--- config.mk ---
export PLATFORM = sky130hd
export DESIGN_NAME = rgb_to_hue_sat_bright
export DESIGN_NICKNAME = d
export VERILOG_FILES = /design/src/rhsb_pkg.sv /design/src/rgb_to_hue_sat_bright.sv
export SDC_FILE = /design/constraint.sdc
export NUM_CORES = 1
export LEC_CHECK = 0
export BUFFER_PORTS_ARGS = -buffer_cell sky130_fd_sc_hd__buf_2
export CAP_MARGIN = 20
export CORE_ASPECT_RATIO = 0.9
export CORE_UTILIZATION = 35
export DETAILED_ROUTE_END_ITERATION = 8
export PLACE_DENSITY = 0.52
export SYNTH_ARGS = -nofsm -noshare
export SYNTH_HDL_FRONTEND = slang
export SYNTH_SLANG_ARGS = --single-unit
--- constraint.sdc ---
create_clock -name clk_i -period 5.35 [get_ports clk_i]
set_clock_uncertainty 0.1 [all_clocks]
set_input_delay 1.3375 -clock clk_i [delete_from_list [all_inputs] [get_ports clk_i]]
set_output_delay 1.3375 -clock clk_i [all_outputs]
set_load 0.01 [all_outputs]
--- src/rhsb_pkg.sv ---
// Constants and stage types shared by the RGB to hue/saturation/brightness pipeline.
package rhsb_pkg;

  localparam int unsigned ChanW   = 8;   // width of one color channel
  localparam int unsigned HueW    = 9;
  localparam int unsigned PctW    = 7;   // width of saturation and brightness
  localparam int unsigned DivSteps = 7;  // quotient bits produced by the divider lanes
  localparam int unsigned RemW    = 15;  // partial remainder width, holds 100 * 255

  localparam logic [HueW-1:0] DegSextant = 9'd60;
  localparam logic [HueW-1:0] DegFull    = 9'd360;
  localparam logic [HueW-1:0] DegBlue    = 9'd240;
  localparam logic [HueW-1:0] DegGreen   = 9'd120;
  localparam logic [PctW-1:0] Percent    = 7'd100;
  localparam logic [ChanW-1:0] ChanMax   = 8'd255;

  // Brightness uses a reciprocal of 255 scaled by 100 * 2^16, then one correction step.
  localparam int unsigned BrightShift = 16;
  localparam int unsigned BrightRecip = (100 * (1 << BrightShift)) / 255;
  localparam int unsigned BrightProdW = ChanW + BrightShift;

  // Input register, prep stage, divider stages, output register.
  localparam int unsigned Latency = DivSteps + 3;

  typedef struct packed {
    logic [ChanW-1:0] num;   // hue spread numerator
    logic [ChanW-1:0] den;   // max - min, zero for gray
    logic [ChanW-1:0] top;   // max channel
    logic [HueW-1:0]  base;  // sextant base angle
    logic             neg;   // subtract the hue quotient from the base
  } sext_t;

  typedef struct packed {
    logic [RemW-1:0]  hrem;
    logic [ChanW-1:0] hdiv;
    logic [RemW-1:0]  srem;
    logic [ChanW-1:0] sdiv;
    logic [PctW-1:0]  hq;
    logic [PctW-1:0]  sq;
    logic [HueW-1:0]  base;
    logic             neg;
    logic [ChanW-1:0] top;
    logic [PctW-1:0]  bright;
  } div_stage_t;

endpackage

--- src/rgb_to_hue_sat_bright.sv ---
// Top level: pipelined conversion of an 8-bit RGB pixel to integer hue, saturation, brightness.
//
// Takes one pixel in every clock cycle; busy never rises. Each result appears on
// hue_o, saturation_o and brightness_o for one cycle with valid_o high, in input order.
// Its pixel passes the input register, the operand register, the divider stage registers
// and the output register in that order. The depth is set by the two seven-step restoring
// division lanes (hue spread over range, range over max), one quotient bit per register
// stage, plus an input stage, an operand stage and an output register. The receiver
// cannot stall, so results never wait.
module rgb_to_hue_sat_bright import rhsb_pkg::*; (
  input  logic             clk_i,
  input  logic             rst_ni,
  input  logic             start,
  output logic             busy,
  input  logic [ChanW-1:0] red_i,
  input  logic [ChanW-1:0] green_i,
  input  logic [ChanW-1:0] blue_i,
  output logic             valid_o,
  output logic [HueW-1:0]  hue_o,
  output logic [PctW-1:0]  saturation_o,
  output logic [PctW-1:0]  brightness_o
);

  logic accept;
  assign busy   = 1'b0;
  assign accept = start && !busy;

  // ---------------- stage 1: sextant select ----------------
  sext_t sx_d, sx_q;
  logic  sx_vld_q;

  always_comb begin
    sx_d.base = '0;
    sx_d.neg  = 1'b0;
    sx_d.num  = '0;
    sx_d.den  = '0;
    sx_d.top  = blue_i;
    if (red_i > green_i) begin
      if (green_i >= blue_i) begin
        sx_d.num = green_i - blue_i;
        sx_d.den = red_i - blue_i;
        sx_d.top = red_i;
      end else if (red_i >= blue_i) begin
        sx_d.base = DegFull;
        sx_d.neg  = 1'b1;
        sx_d.num  = blue_i - green_i;
        sx_d.den  = red_i - green_i;
        sx_d.top  = red_i;
      end else begin
        sx_d.base = DegBlue;
        sx_d.num  = red_i - green_i;
        sx_d.den  = blue_i - green_i;
        sx_d.top  = blue_i;
      end
    end else if (red_i > blue_i) begin
      sx_d.base = DegGreen;
      sx_d.neg  = 1'b1;
      sx_d.num  = red_i - blue_i;
      sx_d.den  = green_i - blue_i;
      sx_d.top  = green_i;
    end else if (green_i > blue_i) begin
      sx_d.base = DegGreen;
      sx_d.num  = blue_i - red_i;
      sx_d.den  = green_i - red_i;
      sx_d.top  = green_i;
    end else if (blue_i != red_i) begin
      sx_d.base = DegBlue;
      sx_d.neg  = 1'b1;
      sx_d.num  = green_i - red_i;
      sx_d.den  = blue_i - red_i;
      sx_d.top  = blue_i;
    end
    // gray pixel keeps base 0, num 0, den 0
  end

  always_ff @(posedge clk_i or negedge rst_ni) begin
    if (!rst_ni) begin
      sx_vld_q <= 1'b0;
    end else begin
      sx_vld_q <= accept;
    end
  end

  always_ff @(posedge clk_i) begin
    sx_q <= sx_d;
  end

  // ---------------- stage 2: dividends, divisors, brightness estimate ----------------
  div_stage_t                 st_q [DivSteps+1];
  logic                       vld_q [DivSteps+1];
  div_stage_t                 prep_d;
  logic [BrightProdW-1:0]     bprod;

  always_comb begin
    bprod         = BrightProdW'(sx_q.top) * BrightProdW'(BrightRecip);
    prep_d.hrem   = RemW'(sx_q.num) * RemW'(DegSextant);
    prep_d.srem   = RemW'(sx_q.den) * RemW'(Percent);
    // a zero divisor only occurs with a zero dividend; use 1 to get a zero quotient
    prep_d.hdiv   = sx_q.den | ChanW'(sx_q.den == '0);
    prep_d.sdiv   = sx_q.top | ChanW'(sx_q.top == '0);
    prep_d.hq     = '0;
    prep_d.sq     = '0;
    prep_d.base   = sx_q.base;
    prep_d.neg    = sx_q.neg;
    prep_d.top    = sx_q.top;
    prep_d.bright = bprod[BrightShift +: PctW];
  end

  always_ff @(posedge clk_i or negedge rst_ni) begin
    if (!rst_ni) begin
      vld_q[0] <= 1'b0;
    end else begin
      vld_q[0] <= sx_vld_q;
    end
  end

  always_ff @(posedge clk_i) begin
    st_q[0] <= prep_d;
  end

  // ---------------- divider stages: one quotient bit each ----------------
  for (genvar k = 0; k < DivSteps; k++) begin : g_div
    localparam int unsigned Shift = DivSteps - 1 - k;

    logic [RemW-1:0] htrial;
    logic [RemW-1:0] strial;
    logic [RemW-1:0] bscaled;
    logic [RemW-1:0] bsub;
    logic [RemW-1:0] brem;
    div_stage_t      st_d;

    always_comb begin
      htrial  = RemW'(st_q[k].hdiv) << Shift;
      strial  = RemW'(st_q[k].sdiv) << Shift;
      bscaled = RemW'(st_q[k].top) * RemW'(Percent);
      bsub    = RemW'(st_q[k].bright) * RemW'(ChanMax);
      brem    = bscaled - bsub;
      st_d    = st_q[k];
      if (st_q[k].hrem >= htrial) begin
        st_d.hrem      = st_q[k].hrem - htrial;
        st_d.hq[Shift] = 1'b1;
      end
      if (st_q[k].srem >= strial) begin
        st_d.srem      = st_q[k].srem - strial;
        st_d.sq[Shift] = 1'b1;
      end
      // the reciprocal estimate is at most one low; fix it in the first step
      if (k == 0 && brem >= RemW'(ChanMax)) begin
        st_d.bright = st_q[k].bright + PctW'(1);
      end
    end

    always_ff @(posedge clk_i or negedge rst_ni) begin
      if (!rst_ni) begin
        vld_q[k+1] <= 1'b0;
      end else begin
        vld_q[k+1] <= vld_q[k];
      end
    end

    always_ff @(posedge clk_i) begin
      st_q[k+1] <= st_d;
    end
  end

  // ---------------- output register ----------------
  div_stage_t      fin;
  logic [HueW-1:0] hue_d;
  logic            valid_q;
  logic [HueW-1:0] hue_q;
  logic [PctW-1:0] sat_q;
  logic [PctW-1:0] bright_q;

  assign fin   = st_q[DivSteps];
  assign hue_d = fin.neg ? fin.base - HueW'(fin.hq) : fin.base + HueW'(fin.hq);

  always_ff @(posedge clk_i or negedge rst_ni) begin
    if (!rst_ni) begin
      valid_q <= 1'b0;
    end else begin
      valid_q <= vld_q[DivSteps];
    end
  end

  always_ff @(posedge clk_i) begin
    hue_q    <= hue_d;
    sat_q    <= fin.sq;
    bright_q <= fin.bright;
  end

  assign valid_o      = valid_q;
  assign hue_o        = hue_q;
  assign saturation_o = sat_q;
  assign brightness_o = bright_q;

  // ---------------- assertions ----------------
  a_latency_fwd: assert property (@(posedge clk_i) disable iff (!rst_ni)
    accept |-> ##Latency valid_o)
    else $error("item did not come out after the pipeline latency");

  a_latency_back: assert property (@(posedge clk_i) disable iff (!rst_ni)
    valid_o |-> $past(accept, Latency))
    else $error("result strobe without a matching item");

  a_hue_range: assert property (@(posedge clk_i) disable iff (!rst_ni)
    valid_o |-> hue_o <= DegFull)
    else $error("hue above 360");

  a_pct_range: assert property (@(posedge clk_i) disable iff (!rst_ni)
    valid_o |-> (saturation_o <= Percent) && (brightness_o <= Percent))
    else $error("percentage above 100");

endmodule

**After elaboration in Yosys (flattened, before gate mapping)**

Memory sizes are Yosys's and may differ from the RTL's.
Index checks and enable logic that the tools add are counted.

- Add/sub/neg operators: 24
- Multiply operators: 5
- Magnitude comparators: 20
- Eq/ne operators: 1
- Mux-type cells: 39
- Bitwise logic cells: 2
- Reductions and logical operators: 2

Operator list:

| kind | number |
|---|---|
| $mux W15 | 14 |
| $mux W34 | 3 |
| $mux W33 | 2 |
| $sub A8 B8 Y8 | 6 |
| $ge A15 B10 Y1 | 2 |
| $ge A15 B11 Y1 | 2 |
| $ge A15 B12 Y1 | 2 |
| $ge A15 B13 Y1 | 2 |
| $ge A15 B14 Y1 | 2 |
| $ge A15 B8 Y1 | 2 |
| $ge A15 B9 Y1 | 2 |
| $sub A15 B10 Y15 | 2 |
| $sub A15 B11 Y15 | 2 |
| $sub A15 B12 Y15 | 2 |
| $sub A15 B13 Y15 | 2 |
| $sub A15 B14 Y15 | 2 |
| $sub A15 B8 Y15 | 2 |
| $sub A15 B9 Y15 | 2 |
| $mul A8 B5 Y13 const B | 2 |
| $gt A8 B8 Y1 | 3 |
| $mux W24 | 1 |
| $mul A8 B13 Y21 const B | 1 |
| $ge A8 B8 Y1 | 2 |
| $logic_not A8 Y1 | 2 |
| other kinds (13) | 29 |

- Register bits: 67
- RAM bits: 680
- Input bits: 27
- Output and inout bits: 25
- Word-level logic and storage cells: 112
- Memories: 1

Memory list:

| memory | depth | bits a word | read ports | clocked after Yosys merged registers in | write ports | RTL line | RTL |
|---|---|---|---|---|---|---|---|
| st_q | 8 | 85 | 8 | 0 | 8 | rgb_to_hue_sat_bright.sv:89 | `div_stage_t st_q [DivSteps+1];` |

**Depth between registers and ports, before layout**

Gate-level depths: netlist (run 1).

- Word-level depth: 5
- Gate-level depth with buffers: 22
- Gate-level depth less buffers: 22

**Least setup slack after synthesis (run 1)**

OpenSTA, ideal clock, no wires.

- Kind: reg-to-reg
- Start: memory st_q[0][40] in the netlist's numbering
- End: memory st_q[1][5] in the netlist's numbering
- Library setup time: 0.072 ns
- Arrival: 5.060 ns
- Data required time: 5.178 ns
- Setup slack: 0.118 ns
- Stages on the path, launching flop included: 19
- Path buffers: 0
- Clock period less this slack: 5.232 ns
- Cells stage by stage: dfxtp_1 -> ha_1 -> ha_1 -> ha_1 -> fa_1 -> inv_1 -> fa_1 -> fa_1 -> inv_1 -> fa_1 -> ha_1 -> nand4_1 -> a211o_1 -> a31oi_1 -> xnor2_1 -> o211a_1 -> and4_4 -> a2111oi_4 -> xnor2_1

RTL lines:

| what | RTL line |
|---|---|
| start, declared | rgb_to_hue_sat_bright.sv:89 |

==> results of run 1 <==
[synthesized netlist by cell type (8+ instances only)]
master / n
inv_1: 338
o21bai_1: 20
fa_1: 78
or3_1: 8
mux2i_1: 31
o22ai_1: 9
a31oi_1: 13
nor2b_1: 47
o211ai_1: 9
a21o_1: 40
o21a_1: 28
ha_1: 319
a21boi_0: 22
nor2_1: 127
and3_1: 10
nor4_1: 18
a211oi_1: 15
dfrtp_1: 10
xnor2_1: 99
o21ai_0: 120
a222oi_1: 8
nand2b_1: 22
a21oi_1: 107
mux2_2: 46
o31ai_1: 13
nand3_1: 22
dfxtp_1: 502
nor3_1: 44
nand2_1: 136
xor2_1: 60
clkbuf_1: 13
nand4_1: 24
buf_2: 25
[logic make-up (layout without fill, tap and decap cells)]
family / count (synthesis) / count (layout) / share of synthesized area
flip-flops: 512 / 512 / 0.409
AND/OR/NAND/NOR: 501 / 501 / 0.0989
AO/OA/AOI/OAI: 478 / 478 / 0.125
adder cells (fa/ha/maj): 397 / 397 / 0.220
buffers and inverters: 380 / 514 / 0.0583
XOR/XNOR: 159 / 159 / 0.0552
multiplexers: 78 / 78 / 0.0334
other: 1 / 1 / 0.000149
[through the flow]
stage,area (µm²),TNS (ps),std cells,hold WS [ps],worst slack (ps)
global route,28800,-393,3580,216,-130
CTS,28600,0,3578,197,12.3
finish,28800,0,3580,207,90.1
floorplan,25200,0,2506,210,118
global placement,26600,-2.16,3475,211,-2.16
detailed placement,26600,-728,3475,212,-119
[flip-flops by register name, indices dropped and copies added (netlist names)]
name / count
saturation_o: 7
hue_o: 9
vld_q: 8
brightness_o: 7
st_q: 449
prep_d: 14
sx_vld_q: 1
sx_q: 16
valid_o: 1
[worst max-delay path by stage]
stage / from / end / slack [ps] / cells after the start
after floorplan: st_q[0][40] / st_q[1][5] / 120 / 18
after global placement: st_q[0][40] / st_q[1][6] / -2 / 18
after detailed placement: st_q[0][42] / st_q[1][0] / -120 / 19
after CTS: st_q[0][42] / st_q[1][5] / 10 / 23
after global routing: st_q[0][40] / st_q[1][4] / -130 / 19
final: st_q[0][40] / st_q[1][4] / 90 / 19
[what timing repair did]
item                       4_1_cts  5_1_grt
setup endpoints to repair        7        7
setup buffers                    1        3
pin swaps                       14       27
resized for setup               12       19
[layer usage]
layer	vias to the layer above	routed length, µm	track usage
li1	8655	-	-
met1	7933	23700	0.177
met2	302	24000	0.241
met3	109	2130	0.0259
met4	0	1490	0.0495
met5	-	0	0
[layout make-up]
cell class,instances,area share
well taps,940,0.0409
multi-input cells,1614,0.474
clock buffers,79,0.0556
flip-flops and latches,512,0.358
clock inverters,23,0.0117
inverters,338,0.0441
repair buffers,74,0.0151
[critical path, delay by kind of cell (launching register included)]
kind                       cells  cell delay (ps)
adders and majority gates      8             2910
AOI/OAI and AO/OA              4             1050
DFF                            1              360
xor gates and xnor gates       2              270
buffers and inverters          3              220
and+or+nand+nor                2              210
==> impl_metrics.ini, run 1 <==
[status]
run_status = complete, no violations

[min_path]
worst_hold_startpoint = st_q[2][37]
timing.hold.worst_path_depth = 0
holdPathEnd = st_q[3][37]
worst_hold_path_type = reg2reg

[logic_synthesis]
syn-instance-count = 2506
asyncSetResetFlopFracSynth = 0.0195
postSynthNetCount = 2930
synth_sequential_area_ratio = 0.409
yosysTopAreaCell = dfxtp_1
synth-warning-count = 0
post_synth.cell_area_avg_um2 = 10.1
synth_largest_type_area_fraction = 0.399
yosysUniqueCellTypes = 85
synth_flop_cell = dfxtp_1
synth_enable_flop_cells = 0
postSynthRegisterBits = 512
synth.cell_area_um2 = 25200
ys_top_cells_by_area = dfxtp_1, ha_1, fa_1, inv_1, xnor2_1

[clock_tree]
tritoncts = yes
clockBufferDepth = 3
cts_num_sinks = 512
path_clk_slew_ps = 60
clock_insertion_delay_worst_skew_ps = 610
ctsHtreeMaxLevel = 2
tritoncts_buffers = 55
cts_root_buffer = clkbuf_16
cts_hold_repair.buffers = 0

[place]
hpwl_after_dpl_um = 40700
i_o_buffers = 50
globalplace.congestion = 0.880

[critical_path]
reg2reg_to = st_q[1][4]
timing.setup.critical_path_class = reg2reg
timing.critical_path.cells = buf_6 > ha_4 > ha_4 > ha_4 > fa_1 > inv_2 > fa_1 > fa_1 > inv_1 > fa_1 > ha_4 > nand4_1 > a211o_1 > nand4_1 > o211ai_1 > xnor2_1 > a311o_2 > o211ai_1 > xnor2_1
r2r_start = st_q[0][40]
worstSetupStartpointType = flip-flop
critical_path_arrival_ps = 5660
worstPathRequired_ps = 5750
worst-path-max-fanout = 4
register_to_register_path_depth = 19
setup.reg_to_reg.worst_slack_ps = 90
critPathSlowestCell = fa_1
endpoint_kind = flip-flop
critical-path-max-stage-delay_ps = 540

[grt]
maximum_number_of_pins_on_one_net_before_global_route_repair = 21
gr-usage-all-layers = 0.141
gr-total-overflow = 0
vias_in_the_first_global_route = 17600
grt_pass1_wl_um = 85700
grt_antenna_before_repair = 0

[die]
io-pin-count = 52
start_util = 0.357
die_height_um = 257
floorplan.rows = 92
core_area_um2 = 70700
die_w_um = 285
floorplan.die_area_um2 = 73100

[sta]
maxClockFrequency_ghz = 0.190
setup_violations = 0
slew_viol_final = 0
finalWorstPathRequiredPeriod_ps = 5260
post-route-period-util = 0.983
rsz0062_at_grt = yes
slew_headroom = 0.288
finalHoldViolations = 0
worst_slew_pin_slew_ps = 1070

[route]
ant_nets = 0
via_count = 17000
drc_errors = 0
wirelength_um = 51400
route.detailed.wl_per_inst_um = 14.3
viasPerCell = 4.75
router_iterations_before_antenna_repair = 6
drt-initial-drc-count = 872

[cells_and_area]
multi_input_comb_area_um2 = 13600
num-nets-final = 3019
fill_cells = 6945
postLayoutCoreUtil = 0.407
drive_above_1_share = 0.101
layout-area-overhead-vs-synth_pct = 14.1
final_common_cell = dfxtp_1
antennaDiodeCount = 0
layout_common_cells = dfxtp_1, inv_1, ha_1, nand2_1, nor2_1
seq_area_um2 = 10300

[run]
maxCapViolCount = 0
Power of run 1 is left out: the tool's default activity adds up to more than one toggle a clock period on the data nets, which glitch-free logic cannot reach.
==> inputs of run 2 (changes only) <==
Settings changed: PLACE_DENSITY 0.52 to 0.51.
Clock period 5.35 ns to 5.5 ns, I/O delays scaled along.
==> impl_metrics.ini, run 2 (synthesis results as in run 1) <==
[grt]
gr-usage-all-layers = 0.143
grt_pass1_wl_um = 86700
vias_in_the_first_global_route = 17400
maximum_number_of_pins_on_one_net_before_global_route_repair = 20
grt_antenna_before_repair = 0
gr-total-overflow = 0

[clock_tree]
cts_root_buffer = clkbuf_16
ctsHtreeMaxLevel = 2
clock_insertion_delay_worst_skew_ps = 610
clockBufferDepth = 3
tritoncts_buffers = 56
cts_num_sinks = 512
tritoncts = yes
path_clk_slew_ps = 60

[route]
ant_nets = 0
router_iterations_before_antenna_repair = 8
drc_errors = 0
via_count = 17000
route.detailed.wl_per_inst_um = 14.4
drt-initial-drc-count = 775
wirelength_um = 51500
viasPerCell = 4.77

[cells_and_area]
final_common_cell = dfxtp_1
postLayoutCellArea_um2 = 28700
antennaDiodeCount = 0
layout_common_cells = dfxtp_1, inv_1, ha_1, nand2_1, nor2_1
drive_above_1_share = 0.0998
largest-register = st_q
num-nets-final = 3012
layout-area-overhead-vs-synth_pct = 13.9
largest_register_ffs = 449

[sta]
slew_headroom = 0.361
rsz0062_at_grt = no
maxClockFrequency_ghz = 0.191
finalWorstPathRequiredPeriod_ps = 5240
slew_viol_final = 0
setup_violations = 0
finalHoldViolations = 0
fin_tns_setup_ps = 0
worst_slew_pin_slew_ps = 958
post-route-period-util = 0.952

[die]
floorplan.rows = 92
io-pin-count = 52
core_area_um2 = 70700
floorplan.die_area_um2 = 73100
die_w_um = 285
start_util = 0.357
die_height_um = 257

[run]
maxCapViolCount = 0

[critical_path]
worstPathRequired_ps = 5900
register_to_register_path_depth = 18
setup.reg_to_reg.worst_slack_ps = 260
worstSetupStartpointType = flip-flop
timing.setup.critical_path_class = reg2reg
r2r_start = st_q[0][7]
worst-path-max-fanout = 7
reg2reg_to = st_q[1][4]
endpoint_kind = flip-flop
critical_path_arrival_ps = 5630

[min_path]
worst_hold_startpoint = st_q[4][36]
worst_hold_path_type = reg2reg
timing.hold.worst_path_depth = 0
holdPathEnd = st_q[5][36]

[place]
globalplace.congestion = 0.887
placedInstanceArea_um2 = 26500
i_o_buffers = 50
hpwl_after_dpl_um = 40800

[status]
run_status = complete, no violations
-- run 2: cell types whose count changed in the layout (fill, tap and decap cells not counted), moves of 3 or more --
cell	before	now
buf_4	23	16
clkbuf_1	12	6
clkbuf_8	11	8
clkinvlp_4	4	9
ha_1	306	310
-- run 2: what timing repair did --
action	in CTS	in global routing
buffers inserted	0	1
resized for setup	1	22
pin swaps	0	16
endpoints found under the setup margin	1	7
hold buffers	0	0
-- run 2: how the worst max path moves through the flow --
stage                     start         end  slack (ps)
floorplan           st_q[0][40]  st_q[1][5]         270
global placement    st_q[0][41]  st_q[1][6]          70
global route         st_q[0][3]  st_q[1][5]           4
CTS                 st_q[0][41]  st_q[1][6]          50
finish               st_q[0][7]  st_q[1][4]         260
detailed placement  st_q[0][41]  st_q[1][6]           9
-- run 2: worst max-delay path: stages, from the launching register on --
cell and delay (ps):
dfxtp_1 330, ha_1 300, ha_1 280, ha_1 230, fa_1 480, inv_1 50, fa_1 460, fa_1 540
inv_1 50, fa_1 490, ha_4 330, nand4_1 120, a211o_1 280, nand4_1 90, o211ai_1 120, xnor2_1 170
a311o_2 410, o211ai_1 210, xnor2_1 90
-- run 2: area by class of cell --
cell class              instances  area (µm²)
clock inverters                35         447
multi-input cells            1614       13600
repair buffers                 66         370
clock buffers                  71        1560
fillers                      6866       42000
flip-flops and latches        512       10300
well taps                     940        1180
inverters                     338        1270
-- run 2: metrics by stage --
step | std cells | setup WS [ps] | hold slack [ps] | util
floorplan | 2506 | 268 | 210 | -
global placement | 3468 | 71.7 | 210 | 0.376
detailed placement | 3468 | 9.38 | 212 | 0.376
CTS | 3574 | 54.4 | 222 | 0.404
global route | 3576 | 3.75 | 227 | 0.406
finish | 3576 | 263 | 222 | 0.406
-- run 2: routing by layer --
metal / share of wire / wire length [µm] / up-vias / GRT usage
li1: - / - / 8680 / -
met1: 0.47 / 24000 / 7960 / 0.183
met2: 0.47 / 24100 / 305 / 0.242
met3: 0.036 / 1840 / 96 / 0.0211
met4: 0.031 / 1580 / 0 / 0.0527
met5: 0 / 0 / - / 0
Power of run 2 is left out for the same reason.
==> inputs of run 3 (changes only) <==
==> constraint.sdc (replaced) <==
create_clock -name clk_i -period 5.6 [get_ports clk_i]
set_clock_uncertainty 0.1 [all_clocks]
set_input_delay 0.56 -clock clk_i [delete_from_list [all_inputs] [get_ports clk_i]]
set_output_delay 0.56 -clock clk_i [all_outputs]
set_load 0.01 [all_outputs]
==> impl_metrics.ini, run 3 (synthesis results as in run 1) <==
[cells_and_area]
final_common_cell = dfxtp_1
drive_above_1_share = 0.0947
postLayoutCoreUtil = 0.405
seq_area_um2 = 10300
layout_common_cells = dfxtp_1, inv_1, ha_1, nand2_1, nor2_1
largest_register_ffs = 449
antennaDiodeCount = 0
fill_cells = 6891
multi_input_comb_area_um2 = 13500
num-nets-final = 3008
layout-area-overhead-vs-synth_pct = 13.5
largest-register = st_q

[place]
i_o_buffers = 50
globalplace.congestion = 0.897
hpwl_after_dpl_um = 40900

[clock_tree]
tritoncts = yes
clockBufferDepth = 3
cts_root_buffer = clkbuf_16
cts_num_sinks = 512
clock_insertion_delay_worst_skew_ps = 600
path_clk_slew_ps = 60
ctsHtreeMaxLevel = 2
post-cts-setup-buffer-count = 0
tritoncts_buffers = 55

[grt]
vias_in_the_first_global_route = 17900
gr-total-overflow = 0
grt_antenna_before_repair = 0
grt_pass1_wl_um = 87700
maximum_number_of_pins_on_one_net_before_global_route_repair = 21
gr-usage-all-layers = 0.144

[die]
start_util = 0.357
floorplan.die_area_um2 = 73100
io-pin-count = 52
die_w_um = 285
floorplan.rows = 92
core_area_um2 = 70700
die_height_um = 257

[route]
ant_nets = 0
router_iterations_before_antenna_repair = 7
route.detailed.wl_per_inst_um = 14.5
viasPerCell = 4.78
via_count = 17100
drc_errors = 0
wirelength_um = 51900
drt-initial-drc-count = 845

[min_path]
worst_hold_startpoint = blue_i[7]
worst_hold_path_type = in2reg
holdPathEnd = prep_d[14]
timing.hold.worst_path_depth = 3

[critical_path]
worst-path-max-fanout = 7
r2r_start = st_q[0][40]
worstPathRequired_ps = 6030
timing.setup.critical_path_class = reg2reg
reg2reg_to = st_q[1][4]
endpoint_kind = flip-flop
setup.reg_to_reg.worst_slack_ps = 250
register_to_register_path_depth = 18
startpoint = st_q[0][40]
critical_path_arrival_ps = 5780
worstSetupStartpointType = flip-flop

[sta]
setup_violations = 0
worst_slew_pin_slew_ps = 976
slew_viol_final = 0
slew_headroom = 0.350
maxClockFrequency_ghz = 0.187
finalHoldViolations = 0
rsz0062_at_grt = no
post-route-period-util = 0.955
fin_tns_setup_ps = 0
finalWorstPathRequiredPeriod_ps = 5350

[run]
maxCapViolCount = 0

[status]
run_status = complete, no violations
run 3: changes by cell type in the layout (fill, tap and decap cells not counted), sizes merged:
| cell | previous run | this run |
|---|---|---|
| buf | 66 | 61 |
| bufinv | 7 | 12 |
| clkbuf | 71 | 63 |
| clkinv | 15 | 18 |
| clkinvlp | 9 | 5 |
| dlygate4sd3 | 0 | 2 |
run 3: metal layers:
layer,vias to the layer above,global-route usage,wire (µm)
met5,-,0,0
met4,0,0.0648,2020
met3,129,0.0221,1930
met2,332,0.243,23900
met1,7957,0.181,24000
li1,8649,-,-
run 3: layout make-up:
class / count / area share
Timing Repair Buffer: 63 / 0.0123
Clock inverter: 39 / 0.0196
Tap cell: 940 / 0.0411
Clock buffer: 63 / 0.0506
Multi-Input combinational cell: 1614 / 0.472
Sequential cell: 512 / 0.360
Inverter: 338 / 0.0443
run 3: metrics by stage:
step	setup WS (ps)	hold WS (ps)	std cells	area (µm²)
6_report	254	116	3569	28600
3_3_place_gp	156	211	3464	26500
2_1_floorplan	368	164	2506	25200
5_1_grt	14.8	103	3569	28600
4_1_cts	56.4	68.2	3568	28500
3_5_place_dp	84.4	212	3464	26500
run 3: worst max-delay path by stage:
| stage | endpoint | slack, ps | depth (start not counted) |
|---|---|---|---|
| 4_1_cts | st_q[1][6] | 60 | 18 |
| 6_report | st_q[1][4] | 250 | 18 |
| 5_1_grt | st_q[1][4] | 10 | 15 |
| 3_3_place_gp | st_q[1][6] | 160 | 18 |
| 3_5_place_dp | st_q[1][6] | 80 | 18 |
| 2_1_floorplan | st_q[1][5] | 370 | 18 |
run 3: worst max-delay path, stage by stage, from the launching register on:
cell	delay, ps
dfxtp_1	320
ha_1	290
ha_1	330
ha_4	240
fa_1	530
inv_1	50
fa_1	460
fa_1	550
inv_1	50
fa_1	490
ha_4	320
nand4_1	120
a211o_1	290
nand4_1	90
o211ai_1	120
xnor2_1	170
a311o_2	360
o211ai_1	210
xnor2_1	150
run 3: repair_timing:
action,CTS,global route
resized for setup,0,12
endpoints found under the setup margin,0,7
hold endpoints to repair,11,0
hold buffers,2,0
Power of run 3 is left out for the same reason.
